--- src/hw/rtl/tlft_pkg.sv ---
// Shared types and character codes for the tab line field tokenizer.
package tlft_pkg;

	// Character codes the tokenizer reacts to.
	localparam logic [7:0] CH_NUL = 8'h00;
	localparam logic [7:0] CH_TAB = 8'h09;
	localparam logic [7:0] CH_LF  = 8'h0A;
	localparam logic [7:0] CH_CR  = 8'h0D;
	localparam logic [7:0] CH_EQ  = 8'h3D;
	localparam logic [7:0] CH_AT  = 8'h40;
	localparam logic [7:0] CH_A   = 8'h41;
	localparam logic [7:0] CH_Z   = 8'h5A;

	// Event kinds.
	localparam logic EV_FIELD  = 1'b0;
	localparam logic EV_STATUS = 1'b1;

	// Field classes.
	localparam logic [1:0] CLS_KIND    = 2'd0;
	localparam logic [1:0] CLS_SUBJECT = 2'd1;
	localparam logic [1:0] CLS_ATTR    = 2'd2;

	// Line status codes.
	localparam logic [1:0] ST_OK       = 2'd0;
	localparam logic [1:0] ST_NO_KIND  = 2'd1;
	localparam logic [1:0] ST_TOO_LONG = 2'd2;

	// Depth of the result queue between front and back.
	localparam int QUEUE_DEPTH = 4;

	typedef struct packed {
		logic       event_kind;
		logic [1:0] field_class;
		logic [3:0] field_slot;
		logic [9:0] field_start;
		logic [9:0] field_length;
		logic [9:0] key_length;
		logic       is_command;
		logic [1:0] line_status;
		logic       last;
	} tlft_result_t;

	// Up to two results produced by one byte, first one in slot a.
	typedef struct packed {
		logic         a_valid;
		tlft_result_t a;
		logic         b_valid;
		tlft_result_t b;
	} tlft_push_t;

endpackage

--- src/hw/rtl/tlft_if.sv ---
// Valid/ready channel interfaces for the byte stream and the token results.
interface tlft_stream_if;
	logic       valid;
	logic       ready;
	logic [7:0] data_byte;

	modport source (output valid, output data_byte, input ready);
	modport sink (input valid, input data_byte, output ready);
endinterface

interface tlft_token_if;
	logic       valid;
	logic       ready;
	logic       event_kind;
	logic [1:0] field_class;
	logic [3:0] field_slot;
	logic [9:0] field_start;
	logic [9:0] field_length;
	logic [9:0] key_length;
	logic       is_command;
	logic [1:0] line_status;
	logic       last;

	modport source (output valid, output event_kind, output field_class, output field_slot,
		output field_start, output field_length, output key_length, output is_command,
		output line_status, output last, input ready);
	modport sink (input valid, input event_kind, input field_class, input field_slot,
		input field_start, input field_length, input key_length, input is_command,
		input line_status, input last, output ready);
endinterface

--- src/hw/rtl/tlft_front.sv ---
// Front end: accepts bytes, tracks line and field state, classifies closed fields.
module tlft_front import tlft_pkg::*; #(
	parameter int LINE_MAX_BYTES = 1024,
	parameter int MAX_FIELDS = 16
) (
	input  logic          clk,
	input  logic          arst_n,
	tlft_stream_if.sink   stream,
	input  logic          room,
	output tlft_push_t    push
);

	localparam int POS_W = $clog2(LINE_MAX_BYTES);
	localparam int CNT_W = $clog2(MAX_FIELDS + 1);

	logic [POS_W-1:0] line_pos_q;
	logic [POS_W-1:0] field_begin_q;
	logic [POS_W-1:0] eq_offset_q;
	logic             eq_seen_q;
	logic [7:0]       first_byte_q;
	logic             kind_found_q;
	logic [CNT_W-1:0] subj_count_q;
	logic [CNT_W-1:0] attr_count_q;
	logic             skipping_q;
	logic             nul_seen_q;
	logic             prev_cr_q;

	logic             accept;
	logic [7:0]       b;
	logic             is_lf, is_nul, is_tab;
	logic             overlong;
	logic             closing;
	logic             line_end;
	logic [POS_W-1:0] raw_len;
	logic [POS_W-1:0] len;
	logic             has_key;
	logic             cls_kind, cls_attr, cls_subj;
	logic             emit_field;
	logic             emit_status;
	tlft_result_t     desc;
	tlft_result_t     status;

	assign accept = stream.valid & room;
	assign stream.ready = room;
	assign b = stream.data_byte;

	always_comb begin
		is_lf  = (b == CH_LF);
		is_nul = (b == CH_NUL);
		is_tab = (b == CH_TAB);
		overlong = !is_lf && !skipping_q &&
			(({1'b0, line_pos_q} + (POS_W+1)'(1)) >= (POS_W+1)'(LINE_MAX_BYTES));
		closing = !skipping_q && !nul_seen_q && (is_lf || (!overlong && (is_nul || is_tab)));
		line_end = is_lf || is_nul;
		raw_len = (line_pos_q >= field_begin_q) ? line_pos_q - field_begin_q : '0;
		len = (line_end && prev_cr_q && raw_len != '0) ? raw_len - POS_W'(1) : raw_len;
		has_key = eq_seen_q && (eq_offset_q != '0);
		cls_kind = !kind_found_q && (first_byte_q != CH_AT);
		cls_attr = kind_found_q && has_key && (attr_count_q < CNT_W'(MAX_FIELDS));
		cls_subj = kind_found_q && !has_key && (subj_count_q < CNT_W'(MAX_FIELDS));
		emit_field = closing && (len != '0) && (cls_kind || cls_attr || cls_subj);
		emit_status = (is_lf && !skipping_q) || overlong;

		desc = '0;
		desc.event_kind = EV_FIELD;
		desc.field_start = 10'(field_begin_q);
		desc.field_length = 10'(len);
		if (cls_kind) begin
			desc.field_class = CLS_KIND;
			desc.is_command = (first_byte_q >= CH_A) && (first_byte_q <= CH_Z);
		end else if (cls_attr) begin
			desc.field_class = CLS_ATTR;
			desc.field_slot = 4'(attr_count_q);
			desc.key_length = 10'(eq_offset_q);
		end else begin
			desc.field_class = CLS_SUBJECT;
			desc.field_slot = 4'(subj_count_q);
		end
		desc.last = !emit_status;

		status = '0;
		status.event_kind = EV_STATUS;
		status.last = 1'b1;
		if (overlong) begin
			status.line_status = ST_TOO_LONG;
		end else if (kind_found_q || (emit_field && cls_kind)) begin
			status.line_status = ST_OK;
		end else begin
			status.line_status = ST_NO_KIND;
		end

		push = '0;
		if (accept) begin
			if (emit_field) begin
				push.a_valid = 1'b1;
				push.a = desc;
				push.b_valid = emit_status;
				push.b = status;
			end else if (emit_status) begin
				push.a_valid = 1'b1;
				push.a = status;
			end
		end
	end

	always_ff @(posedge clk or negedge arst_n) begin
		if (!arst_n) begin
			line_pos_q <= '0;
			field_begin_q <= '0;
			eq_offset_q <= '0;
			eq_seen_q <= 1'b0;
			first_byte_q <= '0;
			kind_found_q <= 1'b0;
			subj_count_q <= '0;
			attr_count_q <= '0;
			skipping_q <= 1'b0;
			nul_seen_q <= 1'b0;
			prev_cr_q <= 1'b0;
		end else if (accept) begin
			if (is_lf || (!skipping_q && overlong)) begin
				line_pos_q <= '0;
				field_begin_q <= '0;
				eq_offset_q <= '0;
				eq_seen_q <= 1'b0;
				first_byte_q <= '0;
				kind_found_q <= 1'b0;
				subj_count_q <= '0;
				attr_count_q <= '0;
				nul_seen_q <= 1'b0;
				prev_cr_q <= 1'b0;
				skipping_q <= !is_lf;
			end else if (!skipping_q) begin
				line_pos_q <= line_pos_q + POS_W'(1);
				if (!nul_seen_q) begin
					if (emit_field) begin
						if (cls_kind) begin
							kind_found_q <= 1'b1;
						end else if (cls_attr) begin
							attr_count_q <= attr_count_q + CNT_W'(1);
						end else begin
							subj_count_q <= subj_count_q + CNT_W'(1);
						end
					end
					if (is_nul) begin
						nul_seen_q <= 1'b1;
					end else if (is_tab) begin
						field_begin_q <= line_pos_q + POS_W'(1);
						eq_seen_q <= 1'b0;
						eq_offset_q <= '0;
						first_byte_q <= '0;
						prev_cr_q <= 1'b0;
					end else begin
						if (line_pos_q == field_begin_q) begin
							first_byte_q <= b;
						end
						if (b == CH_EQ && !eq_seen_q) begin
							eq_seen_q <= 1'b1;
							eq_offset_q <= line_pos_q - field_begin_q;
						end
						prev_cr_q <= (b == CH_CR);
					end
				end
			end
		end
	end

endmodule

--- src/hw/rtl/tlft_queue.sv ---
// Result queue between front and back: two writes and one read per cycle.
module tlft_queue import tlft_pkg::*; (
	input  logic         clk,
	input  logic         arst_n,
	input  tlft_push_t   push,
	output logic         room,
	input  logic         pop,
	output logic         head_valid,
	output tlft_result_t head
);

	localparam int PTR_W = $clog2(QUEUE_DEPTH);

	tlft_result_t     mem_q [QUEUE_DEPTH];
	logic [PTR_W-1:0] wr_ptr_q;
	logic [PTR_W-1:0] rd_ptr_q;
	logic [PTR_W:0]   count_q;
	logic [PTR_W:0]   n_push;
	logic             do_pop;

	assign n_push = (PTR_W+1)'(push.a_valid) + (PTR_W+1)'(push.b_valid);
	assign head_valid = (count_q != '0);
	assign head = mem_q[rd_ptr_q];
	assign do_pop = pop && head_valid;
	// Room means space for the worst case of two results from one byte.
	assign room = (count_q <= (PTR_W+1)'(QUEUE_DEPTH - 2));

	always_ff @(posedge clk or negedge arst_n) begin
		if (!arst_n) begin
			wr_ptr_q <= '0;
			rd_ptr_q <= '0;
			count_q <= '0;
		end else begin
			wr_ptr_q <= wr_ptr_q + PTR_W'(n_push);
			if (do_pop) begin
				rd_ptr_q <= rd_ptr_q + PTR_W'(1);
			end
			count_q <= count_q + n_push - (PTR_W+1)'(do_pop);
		end
	end

	always_ff @(posedge clk) begin
		if (push.a_valid) begin
			mem_q[wr_ptr_q] <= push.a;
		end
		if (push.b_valid) begin
			mem_q[wr_ptr_q + PTR_W'(1)] <= push.b;
		end
	end

endmodule

--- src/hw/rtl/tlft_back.sv ---
// Back end: moves queued results into the output register of the token channel.
module tlft_back import tlft_pkg::*; (
	input  logic          clk,
	input  logic          arst_n,
	input  logic          head_valid,
	input  tlft_result_t  head,
	output logic          pop,
	tlft_token_if.source  tokens
);

	logic         out_valid_q;
	tlft_result_t out_q;

	assign pop = head_valid && (!out_valid_q || tokens.ready);

	always_ff @(posedge clk or negedge arst_n) begin
		if (!arst_n) begin
			out_valid_q <= 1'b0;
		end else if (pop) begin
			out_valid_q <= 1'b1;
		end else if (tokens.ready) begin
			out_valid_q <= 1'b0;
		end
	end

	always_ff @(posedge clk) begin
		if (pop) begin
			out_q <= head;
		end
	end

	assign tokens.valid = out_valid_q;
	assign tokens.event_kind = out_q.event_kind;
	assign tokens.field_class = out_q.field_class;
	assign tokens.field_slot = out_q.field_slot;
	assign tokens.field_start = out_q.field_start;
	assign tokens.field_length = out_q.field_length;
	assign tokens.key_length = out_q.key_length;
	assign tokens.is_command = out_q.is_command;
	assign tokens.line_status = out_q.line_status;
	assign tokens.last = out_q.last;

endmodule

--- src/hw/rtl/tab_line_field_tokenizer_unit.sv ---
// Top level of the tab line field tokenizer: front end, result queue and back end.
//
// The block takes one byte of a newline-framed, tab-separated text stream per
// clock on the stream channel while the queue has room and emits field
// descriptors and one line-end status per line on the tokens channel. A byte is
// tokenized in the cycle it is accepted, so the sustained rate is one byte per
// clock while the sink keeps up; a newline that closes a field yields two items,
// which the four-entry result queue absorbs. The stream is ready whenever the
// queue holds at most two items, so input keeps flowing while a finished item
// waits in the output register. The first item of a byte goes through the queue
// into the output register, once that is free, before it is valid on tokens.
// Empty fields are dropped, leading fields that start with '@' are skipped,
// the first other field is the kind (flagged as a command when it starts with
// an uppercase letter), later fields with a '=' past their first byte are
// attributes and the rest are subjects; each class keeps at most MAX_FIELDS
// per line. A trailing CR is not counted, a NUL ends the line content, and a
// line reaching LINE_MAX_BYTES content bytes gives one too-long status after
// which bytes are discarded through the next newline.
module tab_line_field_tokenizer_unit import tlft_pkg::*; #(
	parameter int LINE_MAX_BYTES = 1024,
	parameter int MAX_FIELDS = 16
) (
	input  logic          clk,
	input  logic          arst_n,
	tlft_stream_if.sink   stream,
	tlft_token_if.source  tokens
);

	// Results of one byte travel from the front end to the queue together.
	tlft_push_t   push;
	logic         room;
	logic         pop;
	logic         head_valid;
	tlft_result_t head;

	// The front end owns all line and field state and decides per byte
	// which descriptor and which status, if any, the byte produces.
	tlft_front #(
		.LINE_MAX_BYTES(LINE_MAX_BYTES),
		.MAX_FIELDS(MAX_FIELDS)
	) u_front (
		.clk(clk),
		.arst_n(arst_n),
		.stream(stream),
		.room(room),
		.push(push)
	);

	// The queue decouples the two sides, so a stalled sink does not stop
	// the byte stream until the queue holds more than two items.
	tlft_queue u_queue (
		.clk(clk),
		.arst_n(arst_n),
		.push(push),
		.room(room),
		.pop(pop),
		.head_valid(head_valid),
		.head(head)
	);

	// The back end holds the registered output item for the sink.
	tlft_back u_back (
		.clk(clk),
		.arst_n(arst_n),
		.head_valid(head_valid),
		.head(head),
		.pop(pop),
		.tokens(tokens)
	);

endmodule
--- src/flat_wrapper.sv ---
// flat-port wrapper written by rule: the top's interface ports become plain ports
module tab_line_field_tokenizer_unit_flat import tlft_pkg::*;
#(
	parameter int LINE_MAX_BYTES = 1024,
	parameter int MAX_FIELDS = 16
)
  (clk, arst_n, stream_valid, stream_data_byte, stream_ready, tokens_valid, tokens_event_kind, tokens_field_class, tokens_field_slot, tokens_field_start, tokens_field_length, tokens_key_length, tokens_is_command, tokens_line_status, tokens_last, tokens_ready);
  tlft_stream_if stream_i ();
  tlft_token_if tokens_i ();
  input  logic clk;
  input  logic arst_n;
  input wire logic [$bits(stream_i.valid)-1:0] stream_valid;
  input wire logic [$bits(stream_i.data_byte)-1:0] stream_data_byte;
  output wire logic [$bits(stream_i.ready)-1:0] stream_ready;
  output wire logic [$bits(tokens_i.valid)-1:0] tokens_valid;
  output wire logic [$bits(tokens_i.event_kind)-1:0] tokens_event_kind;
  output wire logic [$bits(tokens_i.field_class)-1:0] tokens_field_class;
  output wire logic [$bits(tokens_i.field_slot)-1:0] tokens_field_slot;
  output wire logic [$bits(tokens_i.field_start)-1:0] tokens_field_start;
  output wire logic [$bits(tokens_i.field_length)-1:0] tokens_field_length;
  output wire logic [$bits(tokens_i.key_length)-1:0] tokens_key_length;
  output wire logic [$bits(tokens_i.is_command)-1:0] tokens_is_command;
  output wire logic [$bits(tokens_i.line_status)-1:0] tokens_line_status;
  output wire logic [$bits(tokens_i.last)-1:0] tokens_last;
  input wire logic [$bits(tokens_i.ready)-1:0] tokens_ready;
  assign stream_i.valid = stream_valid;
  assign stream_i.data_byte = stream_data_byte;
  assign stream_ready = stream_i.ready;
  assign tokens_valid = tokens_i.valid;
  assign tokens_event_kind = tokens_i.event_kind;
  assign tokens_field_class = tokens_i.field_class;
  assign tokens_field_slot = tokens_i.field_slot;
  assign tokens_field_start = tokens_i.field_start;
  assign tokens_field_length = tokens_i.field_length;
  assign tokens_key_length = tokens_i.key_length;
  assign tokens_is_command = tokens_i.is_command;
  assign tokens_line_status = tokens_i.line_status;
  assign tokens_last = tokens_i.last;
  assign tokens_i.ready = tokens_ready;
  tab_line_field_tokenizer_unit #(.LINE_MAX_BYTES(LINE_MAX_BYTES), .MAX_FIELDS(MAX_FIELDS)) u_core (.clk(clk), .arst_n(arst_n), .stream(stream_i), .tokens(tokens_i));
endmodule
--- config.mk ---
export PLATFORM = sky130hd
export DESIGN_NAME = tab_line_field_tokenizer_unit_flat
export DESIGN_NICKNAME = d
export VERILOG_FILES = /design/src/hw/rtl/tlft_pkg.sv /design/src/hw/rtl/tlft_if.sv /design/src/hw/rtl/tlft_front.sv /design/src/hw/rtl/tlft_queue.sv /design/src/hw/rtl/tlft_back.sv /design/src/hw/rtl/tab_line_field_tokenizer_unit.sv /design/src/flat_wrapper.sv
export SDC_FILE = /design/constraint.sdc
export NUM_CORES = 1
export LEC_CHECK = 0
export CAP_MARGIN = 20
export CORE_MARGIN = 2
export CORE_UTILIZATION = 40
export CTS_BUF_LIST = sky130_fd_sc_hd__clkbuf_16
export DETAILED_ROUTE_END_ITERATION = 10
export DONT_BUFFER_PORTS = 1
export PLACE_DENSITY = 0.66
export SYNTH_ARGS = -nofsm -noshare
export SYNTH_HDL_FRONTEND = slang
export SYNTH_HIERARCHICAL = 1
export SYNTH_SLANG_ARGS = --single-unit
--- constraint.sdc ---
create_clock -name clk -period 7.4 [get_ports clk]
set_input_delay 0.74 -clock clk [delete_from_list [all_inputs] [get_ports clk]]
set_output_delay 0.74 -clock clk [all_outputs]
set_load 0.02 [all_outputs]
# After elaboration in Yosys (flattened, before gate mapping)
# Memories as Yosys holds them, arrays and structs flattened. A register that Yosys moved wholly into a read port is not among the register bits.
# Cells that the tools add are included.
# totals
regBits	61
ram_bits	164
input_bits	12
out_inout_bits	43
memories	1
# memory_table
name	depth	width	read_ports	rd_clocked_by_memory_dff	wr	line	text
u_core.u_queue.mem_q	4	41	1	1	2	tlft_queue.sv:14	tlft_result_t mem_q [QUEUE_DEPTH];
# op_classes
addsub	12
magnitude_cmp	7
eq_ne	11
mux	71
bitwise_logic	1
n_reduce_logical	61
# ops
operator	n
two-way mux 10 bit	17
two-way mux 42 bit	3
two-way mux 84 bit	1
two-way mux 5 bit	12
two-way mux 8 bit	6
nonzero test 10 bit	3
two-way mux 1 bit	28
== test 8 x 4 -> 1 bit (second input constant)	3
logical AND 1 bit	22
AND reduction 5 bit	4
AND reduction 6 bit	2
adder 10 x 1 -> 11 bit (second input constant)	1
>= comparator 11 bit (second input constant)	1
adder 10 x 1 -> 10 bit (second input constant)	1
adder 5 x 1 -> 5 bit (second input constant)	2
== test 10 bit	1
>= comparator 10 bit	1
less-than comparator 5 bit (second input constant)	2
inequality test 2 x 1 -> 1 bit (second input constant)	5
nonzero test 2 bit	5
subtractor 10 x 1 -> 10 bit (second input constant)	1
subtractor 10 bit	1
logical NOT 1 bit	9
logical OR 1 bit	9
18 further kinds	23

# Longest topological paths before layout
# logic_depth
ltp_word	20
mapped_depth	30
depth_no_buf	29

# Cells and area by module
# Netlist, hierarchy kept.
# by_module_without_submodules
module	n_inst	cells_each	area_per_inst_um2
tlft_queue	1	437	8276.7
tlft_front	1	530	4287.9
tlft_back	1	45	1275.0

# Least setup slack after synthesis
# No wires, ideal clock.
# synth_path
path_type	register to register
start	reg u_core.u_front.line_pos_q[0]
end	mem u_core/u_queue/mem_q[0][0] (netlist bit) (enable)
arrival_ns	6.760
t_required_ns	6.904
path_slack_ns	0.144
stages_incl_launch_ff	23
n_path_buf	1
period_less_slack_ns	7.256
cell_sequence	dfrtp_1 inv_1 ha_1 inv_1 fa_1 a21o_1 a22oi_1 a21boi_0 or2_2 buf_2 nand2b_1 ha_1 nand2_1 nor4_2 a31oi_1 o211ai_4 nor2_4 nor3_2 inv_2 ha_1 nor2_1 nand2b_1 o21ai_0
# synth_lines
item	line	text
from (decl)	tlft_front.sv:16	logic [POS_W-1:0] line_pos_q;
from (signal assigned)	tlft_front.sv:133	line_pos_q <= line_pos_q + POS_W'(1);
to (decl)	tlft_queue.sv:14	

==> impl_metrics.ini <==
[critical_path]
path_class = flop to flop
slowest_delay_ns = 0.45
cpMaxStageDelayCell = or2_2
worstPathRequired_ns = 7.83
crit_arrival_ns = 6.61
start_kind = flop
cpMostUsedCell = ha_1
crit_fanout = 11
critPathCaptureType = flop

[synthesis]
yosys.area.top_type = edfxtp_1
netlist_top_cells_area = edfxtp_1 44%, mux2_2 13%, dfrtp_1 11%, mux4_2 6.7%, buf_4 2.5%
netlist_instances = 1012
async_flop_share_pct = 22.9
syn_avg_cell_area_sq_um = 13.7
synth-edff-count = 205
ys_types = 78
yosys_warnings = 6
synthesis.area_sq_um = 13800
yosysSeqAreaShare_pct = 55.5
synth_top_area_share_pct = 44.5
ys_ff_latch = 266
synth_flop_cell = edfxtp_1

[cts]
cts.sinks = 266
cts_inserted_buffers = 27
cts_tree = built
cts_htree_levels = 1
post_cts_buffers = 0
clock_latency_ns = 0.55
clk_pin_slew_ns = 0.06
root_buffer = clkbuf_16
cts_hold_buf = 1
post_cts_resized = 0
clockBufferDepth = 3

[sta]
setup_tns_ns = 0
drv_slew = 0
period_share_pct = 83.5
fin_crit_ns = 6.18
max_slew_margin_pct = 35.9
skew_ns = 0.0198
setup_violations = 0
whs_ns = 0.0570
rsz0062_at_grt = no
tightest_slew_ns = 0.959
finalHoldViolCount = 0
fmax_ghz = 0.162

[routing]
finalWirelength_um = 29300
vias_per_cell = 5.47
drc = 0
ant_nets = 0
avgRoutedWirePerCell_um = 19.8
first_iter_violations = 585
firstDrtPassIters = 5
dr_total_vias = 8104

[die]
die_y_um = 190
coreArea_sq_um = 34300
rows = 68
die_w_um = 190
start_util_pct = 40.4
dieArea_sq_um = 36100
num_io_pins = 55

[final_layout]
area_delta_synth_final_pct = 8.86
diodes = 0
fin_nets = 1043
mostFrequentLayoutCells = 205 x edfxtp_1, 162 x mux2_2, 59 x dfrtp_1
layout-drive-gt1-share_pct = 28.1
final_common_cell = edfxtp_1
fin_area_sq_um = 15100
final_cells = 1482

[placed_design]
dpl.cell_count = 1431
io_buffers = 0
finalWeightedCongestion = 0.890
place_area_sq_um = 14200
post-dp-hpwl_um = 18700

[power_and_ir_drop]
swShare_pct = 33.2
p_per_area_nw_per_um2 = 297
comb_power_share_pct = 25.4
p_sw_mw = 1.48
clkPwrFrac_pct = 29.1
p_int_mw = 2.99
pwr-share-seq_pct = 45.6
p_leak_nw = 5.71
ir_drop_v = 0.000174

[grt]
grt_pass1_vias = 8177
antenna_found_initial = 0
grt_max_degree = 62
grt_pass1_wl_um = 46000
grt.total_usage_pct = 16.2
grt_overflow = 0

[worst_hold_path]
hp-class = primary input to async pin

[run]
drv_cap = 0

[outcome]
status = complete, no violations
-- layout make-up --
cell class,instances,area [sq um]
clock buffer,27,676
multi-input combinational,658,5660
tap,455,569
clock inverter,22,159
timing repair buffer,18,178
inverter,36,138
fill,3061,19200
sequential,266,7680
-- power groups by stage --
stage	Clock, mW	Combinational, mW	Sequential, mW
floorplan	0	0.908	2.02
global placement	0	1.12	2.07
detailed placement	0	1.12	2.08
CTS	1.33	1.14	2.05
global route	1.38	1.24	2.06
finish	1.30	1.14	2.04
-- metrics by stage --
stage | power (mW) | setup slack (ns) | util, %
after floorplan | 2.93 | 0.144 | -
after global routing | 4.69 | 0.797 | 43.9
after detailed placement | 3.20 | 1.32 | 41.4
final | 4.48 | 1.22 | 43.9
after global placement | 3.20 | 1.43 | 41.4
after CTS | 4.51 | 1.29 | 43.9
-- cell families after synthesis --
group / after synthesis / synth area share (%)
xor gates and xnor gates: 24 / 1.52
and+or+nand+nor: 222 / 8.44
adders and majority gates: 24 / 2.28
DFF: 266 / 55.5
other: 1 / 0.0271
AOI/OAI and AO/OA: 142 / 7.06
buffers and inverters: 126 / 5.00
muxes: 207 / 20.2
-- registers in the layout, indices dropped and copies added (netlist names), 3 cells and up --
name,cells
u_core/u_back/tokens.field_length,10
u_core/u_queue/mem_q,164
u_core/u_front/line_pos_q,10
u_core/u_front/field_begin_q,10
u_core/u_back/tokens.field_slot,4
u_core/u_back/tokens.field_start,10
u_core/u_queue/count_q,3
u_core/u_front/first_byte_q,8
u_core/u_back/tokens.key_length,10
u_core/u_front/subj_count_q,5
u_core/u_front/eq_offset_q,10
u_core/u_front/attr_count_q,5
-- synth_stat cells, types with 5 or more instances --
cell,count
edfxtp_1,205
buf_2,23
and2_1,5
nand3_1,33
or3_1,5
nand2b_1,6
clkbuf_1,19
mux4_2,41
nor2_1,46
xnor2_1,16
o211ai_1,6
inv_1,34
mux2_2,162
nand2_1,52
o21ai_0,44
xor2_1,8
nor3_1,10
and3_1,26
a31oi_1,5
buf_4,46
a22oi_1,5
nor4_1,6
ha_1,22
a21o_1,6
a21oi_1,17
o31ai_1,15
dfrtp_1,61
or4_1,7
-- critical path: cells and delay by family (launching register included) --
family | cells | cell delay, ns
fa+ha+maj | 8 | 2.20
simple gates | 7 | 1.51
compound gates | 6 | 1.34
flops | 1 | 0.40
buf+inv | 5 | 0.32
xor+xnor | 2 | 0.28
-- final timing paths --
path,from,to,slack [ns],depth (start not counted)
worst min register to register,u_core/u_queue/rd_ptr_q[1]$_DFFE_PN0P_,u_core/u_queue/rd_ptr_q[1]$_DFFE_PN0P_,0.47,1
max in group asynchronous,arst_n,u_core/u_queue/rd_ptr_q[0]$_DFFE_PN0P_,7.04,1
worst max-delay path,u_core/u_front/line_pos_q[0]$_DFFE_PN0P_,u_core/u_queue/count_q[2]$_DFF_PN0_,1.22,28
min in group clk,stream_data_byte[7],u_core/u_front/first_byte_q[7]$_DFFE_PN0P_,0.34,2
worst min-delay path,arst_n,u_core/u_front/line_pos_q[0]$_DFFE_PN0P_,0.06,1
worst max register to register,u_core/u_front/line_pos_q[0]$_DFFE_PN0P_,u_core/u_queue/count_q[2]$_DFF_PN0_,1.22,28
-- layer usage --
| layer | track usage [%] | share of wire, % | vias to the layer above | wire length (um) |
|---|---|---|---|---|
| met5 | 0 | 0 | - | 0 |
| met4 | 5.22 | 2.6 | 0 | 763 |
| met1 | 20.8 | 44 | 4085 | 12900 |
| li1 | - | - | 3789 | - |
| met3 | 2.03 | 3.7 | 48 | 1070 |
| met2 | 28.5 | 50 | 182 | 14600 |
Power figures use the tool's default switching activity.
